===== config.mk =====
export PLATFORM = sky130hd
export DESIGN_NAME = braked_approach_profile_step
export DESIGN_NICKNAME = d
export VERILOG_FILES = /design/src/rtl/bap_pkg.sv /design/src/rtl/braked_approach_profile_step.sv /design/src/rtl/bap_ser_mul.sv /design/src/rtl/bap_update.sv
export SDC_FILE = /design/constraint.sdc
export NUM_CORES = 1
export LEC_CHECK = 0
export ABC_CLOCK_PERIOD_IN_PS = 10100
export BUFFER_PORTS_ARGS = -buffer_cell sky130_fd_sc_hd__buf_2
export CORE_MARGIN = 3
export CORE_UTILIZATION = 55
export DETAILED_ROUTE_END_ITERATION = 6
export PLACE_DENSITY = 0.76
export SETUP_SLACK_MARGIN = 0.05
export SLEW_MARGIN = 10
export SYNTH_ARGS = -nofsm -noshare
export SYNTH_HDL_FRONTEND = slang
export SYNTH_SLANG_ARGS = --single-unit

===== constraint.sdc =====
create_clock -name clk -period 10.1 [get_ports clk]
set_clock_uncertainty 0.1 [all_clocks]
set_input_delay 2.02 -clock clk [delete_from_list [all_inputs] [get_ports clk]]
set_output_delay 2.02 -clock clk [all_outputs]
set_load 0.01 [all_outputs]

===== src/rtl/bap_pkg.sv =====
// Shared constants, codes and types for the braked approach profile step.
// No dependencies; imported by every module of the block.
package bap_pkg;

  localparam int POS_W     = 15;            // position, unsigned Q7.8
  localparam int VEL_W     = 16;            // velocity, signed Q8.8
  localparam int REG_W     = 15;            // config registers
  localparam int IDX_W     = 2;             // config register index
  localparam int OPD_W     = 15;            // multiplier operand width
  localparam int PROD_W    = 2 * OPD_W;     // product width
  localparam int DIGIT_W   = 2;             // bits consumed per step
  localparam int MUL_STEPS = (OPD_W + DIGIT_W - 1) / DIGIT_W;
  localparam int PAD_W     = MUL_STEPS * DIGIT_W;
  localparam int CNT_W     = $clog2(MUL_STEPS);

  localparam logic [IDX_W-1:0] REG_ACCEL     = 2'd0;
  localparam logic [IDX_W-1:0] REG_MAX_SPEED = 2'd1;
  localparam logic [IDX_W-1:0] REG_DEPTH     = 2'd2;

  localparam logic [REG_W-1:0] ACCEL_RST     = 15'd64;
  localparam logic [REG_W-1:0] MAX_SPEED_RST = 15'd1024;
  localparam logic [REG_W-1:0] DEPTH_RST     = 15'd4096;

  typedef struct packed {
    logic busy;
    logic done;
  } mul_stat_t;

  typedef struct packed {
    logic [POS_W-1:0]        pos;
    logic signed [VEL_W-1:0] vel;
  } upd_res_t;

endpackage


===== src/rtl/braked_approach_profile_step.sv =====
// Top level of the braked approach profile step: handshakes, state, sequencer.
// Depends on bap_pkg, bap_ser_mul and bap_update.
//
// Usage: each input item (in_loaded) is one control tick. Target is depth
// while loaded, else 0. The block returns one item per tick with the new
// position (unsigned Q7.8) and velocity (signed Q8.8).
// Channels: in_* and out_* are valid/ready; an item moves when both are high.
// Config: cfg_we writes cfg_wdata into register cfg_index (0 accel,
// 1 max_speed, 2 depth) at the clock edge; write only while idle.
// Timing: the square v*v and the product accel*|dist| run in two 2-bit
// digit-serial multipliers, 8 digit steps each, in parallel. An item goes
// from acceptance through the digit steps, the done check and the update
// to out_valid, and the next item can be accepted in the cycle after the
// result is registered, so items are processed one at a time.
// Reset (rst_n low, synchronous): position and velocity return to 0, config
// to accel 64, max_speed 1024, depth 4096, no result pending.
// Stall: a finished result waits in the output register; a following result
// waits in the update stage until out_ready frees the register.
module braked_approach_profile_step
  import bap_pkg::*;
(
  input  logic                    clk,
  input  logic                    rst_n,
  input  logic                    in_valid,
  output logic                    in_ready,
  input  logic                    in_loaded,
  output logic                    out_valid,
  input  logic                    out_ready,
  output logic [POS_W-1:0]        out_position,
  output logic signed [VEL_W-1:0] out_velocity,
  input  logic                    cfg_we,
  input  logic [IDX_W-1:0]        cfg_index,
  input  logic [REG_W-1:0]        cfg_wdata
);

  localparam logic [1:0] S_IDLE = 2'd0;
  localparam logic [1:0] S_MUL  = 2'd1;
  localparam logic [1:0] S_FIN  = 2'd2;

  logic [1:0]              state_r, state_nxt;
  logic [REG_W-1:0]        accel_r, max_speed_r, depth_r;
  logic [POS_W-1:0]        pos_r;
  logic signed [VEL_W-1:0] vel_r;
  logic                    dist_pos_r, dist_neg_r, toward_r;
  logic                    out_valid_r;
  logic [POS_W-1:0]        out_pos_r;
  logic signed [VEL_W-1:0] out_vel_r;

  logic                    accept, commit, start;
  logic [POS_W-1:0]        target;
  logic signed [VEL_W-1:0] gap;
  logic [OPD_W-1:0]        adist, aspd;
  logic                    d_pos, d_neg, toward;
  logic [PROD_W-1:0]       vsq, acc_dist;
  mul_stat_t               sq_stat, ad_stat;
  upd_res_t                upd;

  assign in_ready = (state_r == S_IDLE);
  assign accept   = in_valid && in_ready;
  assign start    = accept;
  assign commit   = (state_r == S_FIN) && (!out_valid_r || out_ready);

  // per-tick geometry, taken at acceptance
  always_comb begin
    target = in_loaded ? depth_r : '0;
    gap    = signed'({1'b0, target}) - signed'({1'b0, pos_r});
    d_pos  = (gap > 16'sd0);
    d_neg  = (gap < 16'sd0);
    adist  = d_neg ? OPD_W'(-gap) : OPD_W'(gap);
    aspd   = vel_r[VEL_W-1] ? OPD_W'(-vel_r) : OPD_W'(vel_r);
    toward = (d_pos && (vel_r > 16'sd0)) || (d_neg && (vel_r < 16'sd0));
  end

  bap_ser_mul u_sq (
    .clk   (clk),
    .rst_n (rst_n),
    .start (start),
    .a     (aspd),
    .b     (aspd),
    .prod  (vsq),
    .stat  (sq_stat)
  );

  bap_ser_mul u_ad (
    .clk   (clk),
    .rst_n (rst_n),
    .start (start),
    .a     (accel_r),
    .b     (adist),
    .prod  (acc_dist),
    .stat  (ad_stat)
  );

  bap_update u_upd (
    .pos       (pos_r),
    .vel       (vel_r),
    .dist_pos  (dist_pos_r),
    .dist_neg  (dist_neg_r),
    .toward    (toward_r),
    .vsq       (vsq),
    .acc_dist  (acc_dist),
    .accel     (accel_r),
    .max_speed (max_speed_r),
    .depth     (depth_r),
    .res       (upd)
  );

  always_comb begin
    state_nxt = state_r;
    unique case (state_r)
      S_IDLE:  if (accept) state_nxt = S_MUL;
      S_MUL:   if (sq_stat.done && ad_stat.done) state_nxt = S_FIN;
      S_FIN:   if (commit) state_nxt = S_IDLE;
      default: state_nxt = S_IDLE;
    endcase
  end

  always_ff @(posedge clk) begin
    if (accept) begin
      dist_pos_r <= d_pos;
      dist_neg_r <= d_neg;
      toward_r   <= toward;
    end
    if (commit) begin
      out_pos_r <= upd.pos;
      out_vel_r <= upd.vel;
    end
  end

  always_ff @(posedge clk) begin
    if (!rst_n) begin
      state_r     <= S_IDLE;
      accel_r     <= ACCEL_RST;
      max_speed_r <= MAX_SPEED_RST;
      depth_r     <= DEPTH_RST;
      pos_r       <= '0;
      vel_r       <= '0;
      out_valid_r <= 1'b0;
    end else begin
      state_r <= state_nxt;
      if (cfg_we) begin
        unique case (cfg_index)
          REG_ACCEL:     accel_r     <= cfg_wdata;
          REG_MAX_SPEED: max_speed_r <= cfg_wdata;
          REG_DEPTH:     depth_r     <= cfg_wdata;
          default:       ;
        endcase
      end
      if (commit) begin
        pos_r <= upd.pos;
        vel_r <= upd.vel;
      end
      if (commit) out_valid_r <= 1'b1;
      else if (out_ready) out_valid_r <= 1'b0;
    end
  end

  assign out_valid    = out_valid_r;
  assign out_position = out_pos_r;
  assign out_velocity = out_vel_r;

  // both multipliers must run in lockstep
  a_mul_lockstep: assert property (@(posedge clk) disable iff (!rst_n)
    (sq_stat.busy == ad_stat.busy) && (sq_stat.done == ad_stat.done))
    else $error("multipliers out of step");

  a_start_busy: assert property (@(posedge clk) disable iff (!rst_n)
    accept |=> (sq_stat.busy && state_r == S_MUL))
    else $error("accepted item did not start the multipliers");

  a_out_from_fin: assert property (@(posedge clk) disable iff (!rst_n)
    $rose(out_valid_r) |-> $past(state_r == S_FIN))
    else $error("result appeared without an update");

  a_vel_clamped: assert property (@(posedge clk) disable iff (!rst_n)
    commit |=> ((vel_r <= signed'({1'b0, max_speed_r}))
             && (vel_r >= -signed'({1'b0, max_speed_r}))
             && (pos_r <= depth_r)))
    else $error("state left its bounds after update");

endmodule


===== src/rtl/bap_ser_mul.sv =====
// Digit-serial unsigned multiplier, two multiplier bits per cycle, MSB first.
// Depends on bap_pkg.
module bap_ser_mul
  import bap_pkg::*;
(
  input  logic              clk,
  input  logic              rst_n,
  input  logic              start,
  input  logic [OPD_W-1:0]  a,
  input  logic [OPD_W-1:0]  b,
  output logic [PROD_W-1:0] prod,
  output mul_stat_t         stat
);

  logic [OPD_W-1:0]   a_r, a_nxt;
  logic [PAD_W-1:0]   b_r, b_nxt;
  logic [PROD_W-1:0]  acc_r, acc_nxt;
  logic [CNT_W-1:0]   cnt_r, cnt_nxt;
  logic               busy_r, busy_nxt;
  logic               done_r, done_nxt;
  logic [DIGIT_W-1:0] dig;
  logic [OPD_W+1:0]   pp;

  assign dig = b_r[PAD_W-1 -: DIGIT_W];
  assign pp  = ({2'b00, a_r} & {(OPD_W+2){dig[0]}})
             + ({1'b0, a_r, 1'b0} & {(OPD_W+2){dig[1]}});

  always_comb begin
    a_nxt    = a_r;
    b_nxt    = b_r;
    acc_nxt  = acc_r;
    cnt_nxt  = cnt_r;
    busy_nxt = busy_r;
    done_nxt = 1'b0;
    if (start) begin
      a_nxt    = a;
      b_nxt    = PAD_W'(b);
      acc_nxt  = '0;
      cnt_nxt  = '0;
      busy_nxt = 1'b1;
    end else if (busy_r) begin
      b_nxt   = {b_r[PAD_W-DIGIT_W-1:0], {DIGIT_W{1'b0}}};
      acc_nxt = {acc_r[PROD_W-DIGIT_W-1:0], {DIGIT_W{1'b0}}} + PROD_W'(pp);
      cnt_nxt = cnt_r + 1'b1;
      if (cnt_r == CNT_W'(MUL_STEPS - 1)) begin
        busy_nxt = 1'b0;
        done_nxt = 1'b1;
      end
    end
  end

  always_ff @(posedge clk) begin
    a_r   <= a_nxt;
    b_r   <= b_nxt;
    acc_r <= acc_nxt;
    if (!rst_n) begin
      cnt_r  <= '0;
      busy_r <= 1'b0;
      done_r <= 1'b0;
    end else begin
      cnt_r  <= cnt_nxt;
      busy_r <= busy_nxt;
      done_r <= done_nxt;
    end
  end

  assign prod      = acc_r;
  assign stat.busy = busy_r;
  assign stat.done = done_r;

endmodule


===== src/rtl/bap_update.sv =====
// Braking decision, velocity step and clamp, position integrate and saturate.
// Depends on bap_pkg.
module bap_update
  import bap_pkg::*;
(
  input  logic [POS_W-1:0]        pos,
  input  logic signed [VEL_W-1:0] vel,
  input  logic                    dist_pos,
  input  logic                    dist_neg,
  input  logic                    toward,
  input  logic [PROD_W-1:0]       vsq,
  input  logic [PROD_W-1:0]       acc_dist,
  input  logic [REG_W-1:0]        accel,
  input  logic [REG_W-1:0]        max_speed,
  input  logic [REG_W-1:0]        depth,
  output upd_res_t                res
);

  logic               brake;
  logic signed [16:0] v0, v1, a17, lim17, vcl;
  logic signed [17:0] p1, dep18;

  // stopping distance reached: v*v >= 2*accel*|dist|
  assign brake = toward && ({1'b0, vsq} >= {acc_dist, 1'b0});

  always_comb begin
    v0    = {vel[VEL_W-1], vel};
    a17   = signed'({2'b00, accel});
    lim17 = signed'({2'b00, max_speed});
    v1    = v0;
    if (brake) begin
      if (v0 > 17'sd0) v1 = v0 - a17;
      else if (v0 < 17'sd0) v1 = v0 + a17;
    end else begin
      if (dist_pos) v1 = v0 + a17;
      else if (dist_neg) v1 = v0 - a17;
    end

    vcl = v1;
    if (v1 > lim17) vcl = lim17;
    if (v1 < -lim17) vcl = -lim17;

    dep18 = signed'({3'b000, depth});
    p1    = signed'({3'b000, pos}) + {vcl[16], vcl};
    if (p1 > dep18) p1 = dep18;
    if (p1 < 18'sd0) p1 = 18'sd0;

    res.pos = p1[POS_W-1:0];
    res.vel = vcl[VEL_W-1:0];
  end

endmodule

# Word level (Yosys, flattened, before mapping)

Index checks and enable logic that the tools add are counted.

Register bits after elaboration: 245
Input bits: 23

$add $sub $neg: 13
Magnitude comparators: 11
Equal/unequal tests: 9
Multiplexer cells: 30
Bitwise operators: 7
Reduce and logical (&&, ||, !) cells: 21

Operator list:

| cell                                                                              | number |
|---|---|
| 15-bit two-way mux                                                                | 8 |
| 17-bit two-way mux                                                                | 7 |
| 30-bit by 17-bit adder with 30-bit output                                         | 2 |
| 16-bit by 1-bit greater-than comparator with 1-bit output (second input constant) | 3 |
| 16-bit by 1-bit less-than comparator with 1-bit output (second input constant)    | 3 |
| 17-bit adder                                                                      | 2 |
| 15-bit by 17-bit bitwise AND with 17-bit output                                   | 2 |
| 16-bit by 17-bit bitwise AND with 17-bit output                                   | 2 |
| 30-bit by 31-bit >= comparator with 1-bit output                                  | 1 |
| 15-bit negator                                                                    | 2 |
| 16-bit by 17-bit adder with 18-bit output                                         | 1 |
| 18-bit by 16-bit greater-than comparator with 1-bit output                        | 1 |
| 18-bit by 1-bit less-than comparator with 1-bit output (second input constant)    | 1 |
| 18-bit two-way mux                                                                | 1 |
| 16-bit by 16-bit adder with 17-bit output                                         | 1 |
| 17-bit by 16-bit greater-than comparator with 1-bit output                        | 1 |
| 17-bit less-than comparator                                                       | 1 |
| 15-bit negator with 17-bit output                                                 | 1 |
| 16-bit by 16-bit subtractor with 17-bit output                                    | 1 |
| 15-bit by 15-bit subtractor with 16-bit output                                    | 1 |
| 1-bit two-way mux                                                                 | 10 |
| 3-bit by 1-bit adder with 3-bit output (second input constant)                    | 2 |
| 3-bit == test (second input constant)                                             | 2 |
| 1-bit logical AND                                                                 | 6 |
| other kinds (15)                                                                  | 29 |

# Depth between registers and ports, before layout

Word-level depth: 12
Gate-level depth with buffers: 46
Gate-level depth less buffers: 42

# Cells and area by module

A second synthesis with hierarchy kept.

Cell total of the unflattened synthesis: 2372
Area, all modules: 20025.5 um2

By module, submodules not included:

| module                       | times used | cells an instance | area each (um2) |
|---|---|---|---|
| bap_update                   | 1          | 825               | 5699.2 |
| braked_approach_profile_step | 1          | 635               | 5655.4 |
| bap_ser_mul (u_ad)           | 1          | 466               | 4418.0 |
| bap_ser_mul (u_sq)           | 1          | 446               | 4252.8 |

# Worst setup path after synthesis

No wires, ideal clock.

Kind: register to register
Start point: reg vel_r[1]
End point: reg out_pos_r[0], in the netlist out_position[0], data pin
Arrival time: 8.536 ns
Path slack: 1.204 ns
Stages on the path, launching flop included: 45
Cells stage by stage: dfxtp_1 -> inv_1 -> fa_1 -> o21ba_2 -> o21ai_0 -> a2111oi_0 -> o31ai_1 -> o22ai_1 -> nor2_1 -> o21ai_0 -> ha_1 -> nand2_1 -> o21ai_0 -> o21a_1 -> mux2_2 -> inv_1 -> ha_1 -> nand4_1 -> (+9 left out) -> a211oi_1 -> o21ai_0 -> a21oi_1 -> o21ai_0 -> a31oi_1 -> xnor2_1 -> ha_1 -> nand4_1 -> nor2_1 -> a211oi_1 -> o211ai_1 -> o21ai_0 -> nand2_1 -> a2111o_1 -> buf_4 -> buf_4 -> nand3_1 -> a21oi_1

RTL lines:

| what                   | line                                | RTL |
|---|---|---|
| start, declared        | braked_approach_profile_step.sv:43  | `logic signed [VEL_W-1:0] vel_r;` |
| start signal, assigned | braked_approach_profile_step.sv:151 | `vel_r <= upd.vel;` |
| end signal, assigned   | braked_approach_profile_step.sv:125 | `out_pos_r <= upd.pos;` |
| end, declared          | braked_approach_profile_step.sv:46  | `logic [POS_W-1:0] out_pos_r;` |

==> flow_results.xml <==
<?xml version="1.0" encoding="UTF-8"?>
<metrics>
  <group name="outcome">
    <metric name="outcome" unit="">finished, violations left</metric>
    <metric name="failed_checks" unit="">DRC</metric>
  </group>
  <group name="drt">
    <metric name="total_vias_in_the_final_route" unit="">16800</metric>
    <metric name="routedWlPerCell" unit="um">19.1</metric>
    <metric name="drtPass1Iterations" unit="">7</metric>
    <metric name="drtIter0Drc" unit="">1182</metric>
    <metric name="routed_via_density" unit="">6.04</metric>
    <metric name="routed_wl" unit="um">53300</metric>
    <metric name="route.antenna.remaining_nets" unit="">0</metric>
    <metric name="post-route-drc-count" unit="">10</metric>
  </group>
  <group name="finish">
    <metric name="insertedDiodeCount" unit="">0</metric>
    <metric name="area_delta_synth_final" unit="%">9.21</metric>
    <metric name="final_core_util" unit="">0.618</metric>
    <metric name="commonest_non_fill_non_tap_cell_in_the_layout" unit="">sky130_fd_sc_hd__nand2_1</metric>
    <metric name="final_layout_size_suffix_gt1_frac" unit="">0.0932</metric>
    <metric name="num-nets-final" unit="">2550</metric>
    <metric name="layout_common_cells" unit="">sky130_fd_sc_hd__nand2_1, sky130_fd_sc_hd__ha_1, sky130_fd_sc_hd__nor2_1, sky130_fd_sc_hd__dfxtp_1, sky130_fd_sc_hd__a21oi_1</metric>
  </group>
  <group name="placed_design">
    <metric name="place_ws" unit="ns">0.153</metric>
    <metric name="place_congestion" unit="">0.970</metric>
    <metric name="portBuffers" unit="">55</metric>
    <metric name="post-dp-hpwl" unit="um">40400</metric>
  </group>
  <group name="sta">
    <metric name="grt_setup_unrepaired" unit="">false</metric>
    <metric name="hold_vio_cnt_final" unit="">0</metric>
    <metric name="final.period_utilization" unit="">0.936</metric>
    <metric name="final.setup.tns" unit="ns">0</metric>
    <metric name="hold-worst-slack" unit="ns">0.382</metric>
    <metric name="tightestPinTransition" unit="ns">1.08</metric>
    <metric name="slew_headroom" unit="">0.278</metric>
    <metric name="final-setup-viol-count" unit="">0</metric>
    <metric name="clock.fmax" unit="MHz">106</metric>
    <metric name="timing.final.crit_period" unit="ns">9.45</metric>
    <metric name="final.setup.worst_slack" unit="ns">0.648</metric>
    <metric name="finalMaxSlewViolations" unit="">0</metric>
  </group>
  <group name="worst_hold_path">
    <metric name="worst_min_delay_path_category" unit="">register to register</metric>
    <metric name="whs_path_depth" unit="">2</metric>
    <metric name="endpoint_with_the_worst_hold_slack" unit="">u_ad.prod[28]$_SDFFE_PP0P_</metric>
    <metric name="timing.hold.worst.start" unit="">u_ad.prod[28]$_SDFFE_PP0P_</metric>
  </group>
  <group name="die">
    <metric name="num_rows" unit="">67</metric>
    <metric name="initial_utilization" unit="">0.566</metric>
    <metric name="die_area" unit="um^2">37200</metric>
    <metric name="die_h" unit="um">193</metric>
    <metric name="floorplan.core_area" unit="um^2">34000</metric>
    <metric name="floorplan.io_pins" unit="">56</metric>
    <metric name="die_x" unit="um">193</metric>
  </group>
  <group name="clock_tree">
    <metric name="clock_insertion_delay_at_the_later_pin_of_the_skew_report" unit="ns">0.57</metric>
    <metric name="cts-buffers-inserted" unit="">28</metric>
    <metric name="clkSlewWorstSetupHoldPaths" unit="ns">0.06</metric>
    <metric name="ctsRootBufferMaster" unit="">sky130_fd_sc_hd__clkbuf_16</metric>
    <metric name="cts-root-to-sink-buffers" unit="">3</metric>
    <metric name="ctsHoldBuffers" unit="">0</metric>
    <metric name="htreeDepth" unit="">1</metric>
    <metric name="tritoncts" unit="">done</metric>
    <metric name="cts.sinks" unit="">245</metric>
  </group>
  <group name="power">
    <metric name="vdd.ir_drop.worst" unit="uV">132</metric>
    <metric name="portion_of_total_power_attributed_to_the_clock_network" unit="">0.310</metric>
    <metric name="power-per-cell-area" unit="nW/um^2">163</metric>
    <metric name="internal_power" unit="mW">2.22</metric>
    <metric name="comb_power_share" unit="">0.344</metric>
    <metric name="sequentialPowerShare" unit="">0.346</metric>
    <metric name="static_power_due_to_leakage" unit="nW">8.65</metric>
    <metric name="power.share.switching" unit="">0.351</metric>
    <metric name="sw_power" unit="mW">1.20</metric>
  </group>
  <group name="yosys">
    <metric name="synth_edf_count" unit="">94</metric>
    <metric name="ys_types" unit="">87</metric>
    <metric name="postSynthNetCount" unit="">2520</metric>
    <metric name="synth-seq-cells" unit="">245</metric>
    <metric name="synth_warnings" unit="">0</metric>
    <metric name="ys.flop_type" unit="">sky130_fd_sc_hd__dfxtp_1</metric>
    <metric name="synth.cell_area" unit="um^2">19200</metric>
    <metric name="synth-seq-area-share" unit="">0.304</metric>
    <metric name="syn_avg_cell_area" unit="um^2">8.40</metric>
    <metric name="async_reset_ff_frac" unit="">0</metric>
    <metric name="synth_cells" unit="">2286</metric>
  </group>
  <group name="critical_path">
    <metric name="cp_data_arrival_time" unit="ns">9.73</metric>
    <metric name="crit_path_max_incr_delay" unit="ns">0.45</metric>
    <metric name="critical_path.n_buffers_inverters" unit="">5</metric>
    <metric name="r2r_setup_slack" unit="ns">0.65</metric>
    <metric name="cpLargestDelayFamily" unit="">compound AO/OA/AOI/OAI gates</metric>
    <metric name="crit_path_frequent_cell" unit="">sky130_fd_sc_hd__nand2_1</metric>
    <metric name="worst-endpoint-required" unit="ns">10.37</metric>
    <metric name="worstRegToRegCells" unit="">38</metric>
    <metric name="cp-start-kind" unit="">register</metric>
    <metric name="critical_path.slowest_cell" unit="">sky130_fd_sc_hd__o41a_1</metric>
    <metric name="crit_path_max_fanout" unit="">29</metric>
    <metric name="reg2reg_to" unit="">out_position[13]$_DFFE_PP_</metric>
    <metric name="timing.setup.critical_path_class" unit="">register to register</metric>
    <metric name="endpoint_kind" unit="">register</metric>
    <metric name="timing.rr.start" unit="">u_ad.prod[1]$_SDFFE_PP0P_</metric>
  </group>
  <group name="flow_run">
    <metric name="maxCapViolCount" unit="">0</metric>
  </group>
  <group name="global_route">
    <metric name="grt_use_total" unit="">0.288</metric>
    <metric name="grt_max_degree" unit="">71</metric>
    <metric name="initial_antenna_violation_count" unit="">0</metric>
    <metric name="grt_overflow" unit="">0</metric>
    <metric name="via_count_of_the_first_global_routing_pass" unit="">16500</metric>
    <metric name="grt_pass1_wl" unit="um">86000</metric>
  </group>
</metrics>
==> cells in the mapped netlist (37+ instances only) <==
cell type                  count  share of area
sky130_fd_sc_hd__a21oi_1     150          0.039
sky130_fd_sc_hd__dfxtp_1     151           0.16
sky130_fd_sc_hd__a21o_1       37          0.014
sky130_fd_sc_hd__xnor2_1     130          0.059
sky130_fd_sc_hd__nand3_1      61          0.016
sky130_fd_sc_hd__clkbuf_1     68          0.013
sky130_fd_sc_hd__edfxtp_1     94           0.15
sky130_fd_sc_hd__nor3_1       39          0.010
sky130_fd_sc_hd__o21ai_0     124          0.032
sky130_fd_sc_hd__a21boi_0     46          0.018
sky130_fd_sc_hd__nand2_1     269          0.053
sky130_fd_sc_hd__mux2i_1      41          0.021
sky130_fd_sc_hd__inv_1       147          0.029
sky130_fd_sc_hd__nor2_1      167          0.033
sky130_fd_sc_hd__ha_1        203           0.13
sky130_fd_sc_hd__and2_1       83          0.027
==> how the worst max path moves through the flow <==
stage,slack (ns),depth (start not counted),to,from
CTS,0.13,42,pos_r[12]$_SDFFE_PN0P_,vel_r[1]$_SDFFE_PN0P_
detailed placement,0.15,41,pos_r[12]$_SDFFE_PN0P_,vel_r[1]$_SDFFE_PN0P_
global placement,0.43,40,pos_r[4]$_SDFFE_PN0P_,vel_r[1]$_SDFFE_PN0P_
global route,0.07,42,out_position[2]$_DFFE_PP_,vel_r[0]$_SDFFE_PN0P_
floorplan,1.20,44,out_position[0]$_DFFE_PP_,vel_r[1]$_SDFFE_PN0P_
finish,0.65,38,out_position[13]$_DFFE_PP_,u_ad.prod[1]$_SDFFE_PP0P_
==> cell type report <==
type	instances	area, um^2
repair buffers	102	632
well taps	448	561
clock buffers	43	861
clock inverters	9	111
flip-flops and latches	245	5850
inverters	148	556
fillers	2903	13000
multi-input cells	1791	12400
==> flip-flops by register name, indices dropped and copies added, names as in the netlist, 16 cells and up <==
name / cells
u_ad.prod: 30
u_sq.prod: 30
out_velocity: 16
u_ad.b_r: 16
u_sq.b_r: 16
vel_r: 16
==> kinds of logic (layout without fill, tap and decap cells) <==
kind of cell,after synthesis,count (layout),synth area share
AO/OA/AOI/OAI,594,594,0.209
AND/OR/NAND/NOR,782,782,0.197
XOR/XNOR,158,158,0.0721
buffers and inverters,250,302,0.0526
adder cells (fa/ha/maj),211,211,0.141
flip-flops,245,245,0.304
multiplexers,46,46,0.0243
==> worst register-to-register path, delay by kind of cell, from the launching register on <==
family,cells,cell delay [ns]
AND/OR/NAND/NOR,11,1.38
XOR/XNOR,1,0.18
AO/OA/AOI/OAI,17,4.67
flip-flops,1,0.42
buffers and inverters,5,1.22
adder cells (fa/ha/maj),4,1.29
==> repair_timing <==
action                     4_1_cts  5_1_grt
pin swaps                        0        4
hold endpoints to repair         0        0
setup buffers                    0        1
resized for setup                1       16
setup endpoints to repair        5       30
==> through the flow <==
step                      area [um^2]  power (mW)  instances
final                           21000        3.43       2786
after global routing            21000        3.63       2786
after CTS                       20900        3.42       2785
after detailed placement        20000        2.35       2733
after global placement          20000        2.33       2733
after floorplan                 19200        2.05       2286
==> power groups by stage <==
stage	clock (mW)	combinational [mW]	sequential, mW
2_1_floorplan	0	0.876	1.17
3_3_place_gp	0	1.12	1.20
3_5_place_dp	0	1.15	1.21
4_1_cts	1.08	1.16	1.19
5_1_grt	1.12	1.31	1.20
6_report	1.06	1.18	1.19
==> metal layers <==
| layer | global-route usage | vias up | wire length (um) | share of wire |
|---|---|---|---|---|
| met5 | 0 | - | 0 | 0 |
| met4 | 0.131 | 0 | 2740 | 0.051 |
| met3 | 0.0452 | 160 | 3640 | 0.068 |
| met2 | 0.479 | 611 | 24400 | 0.46 |
| met1 | 0.367 | 7871 | 22500 | 0.42 |
| li1 | - | 8196 | - | - |
Note: power is estimated with default switching activity, not from simulation.
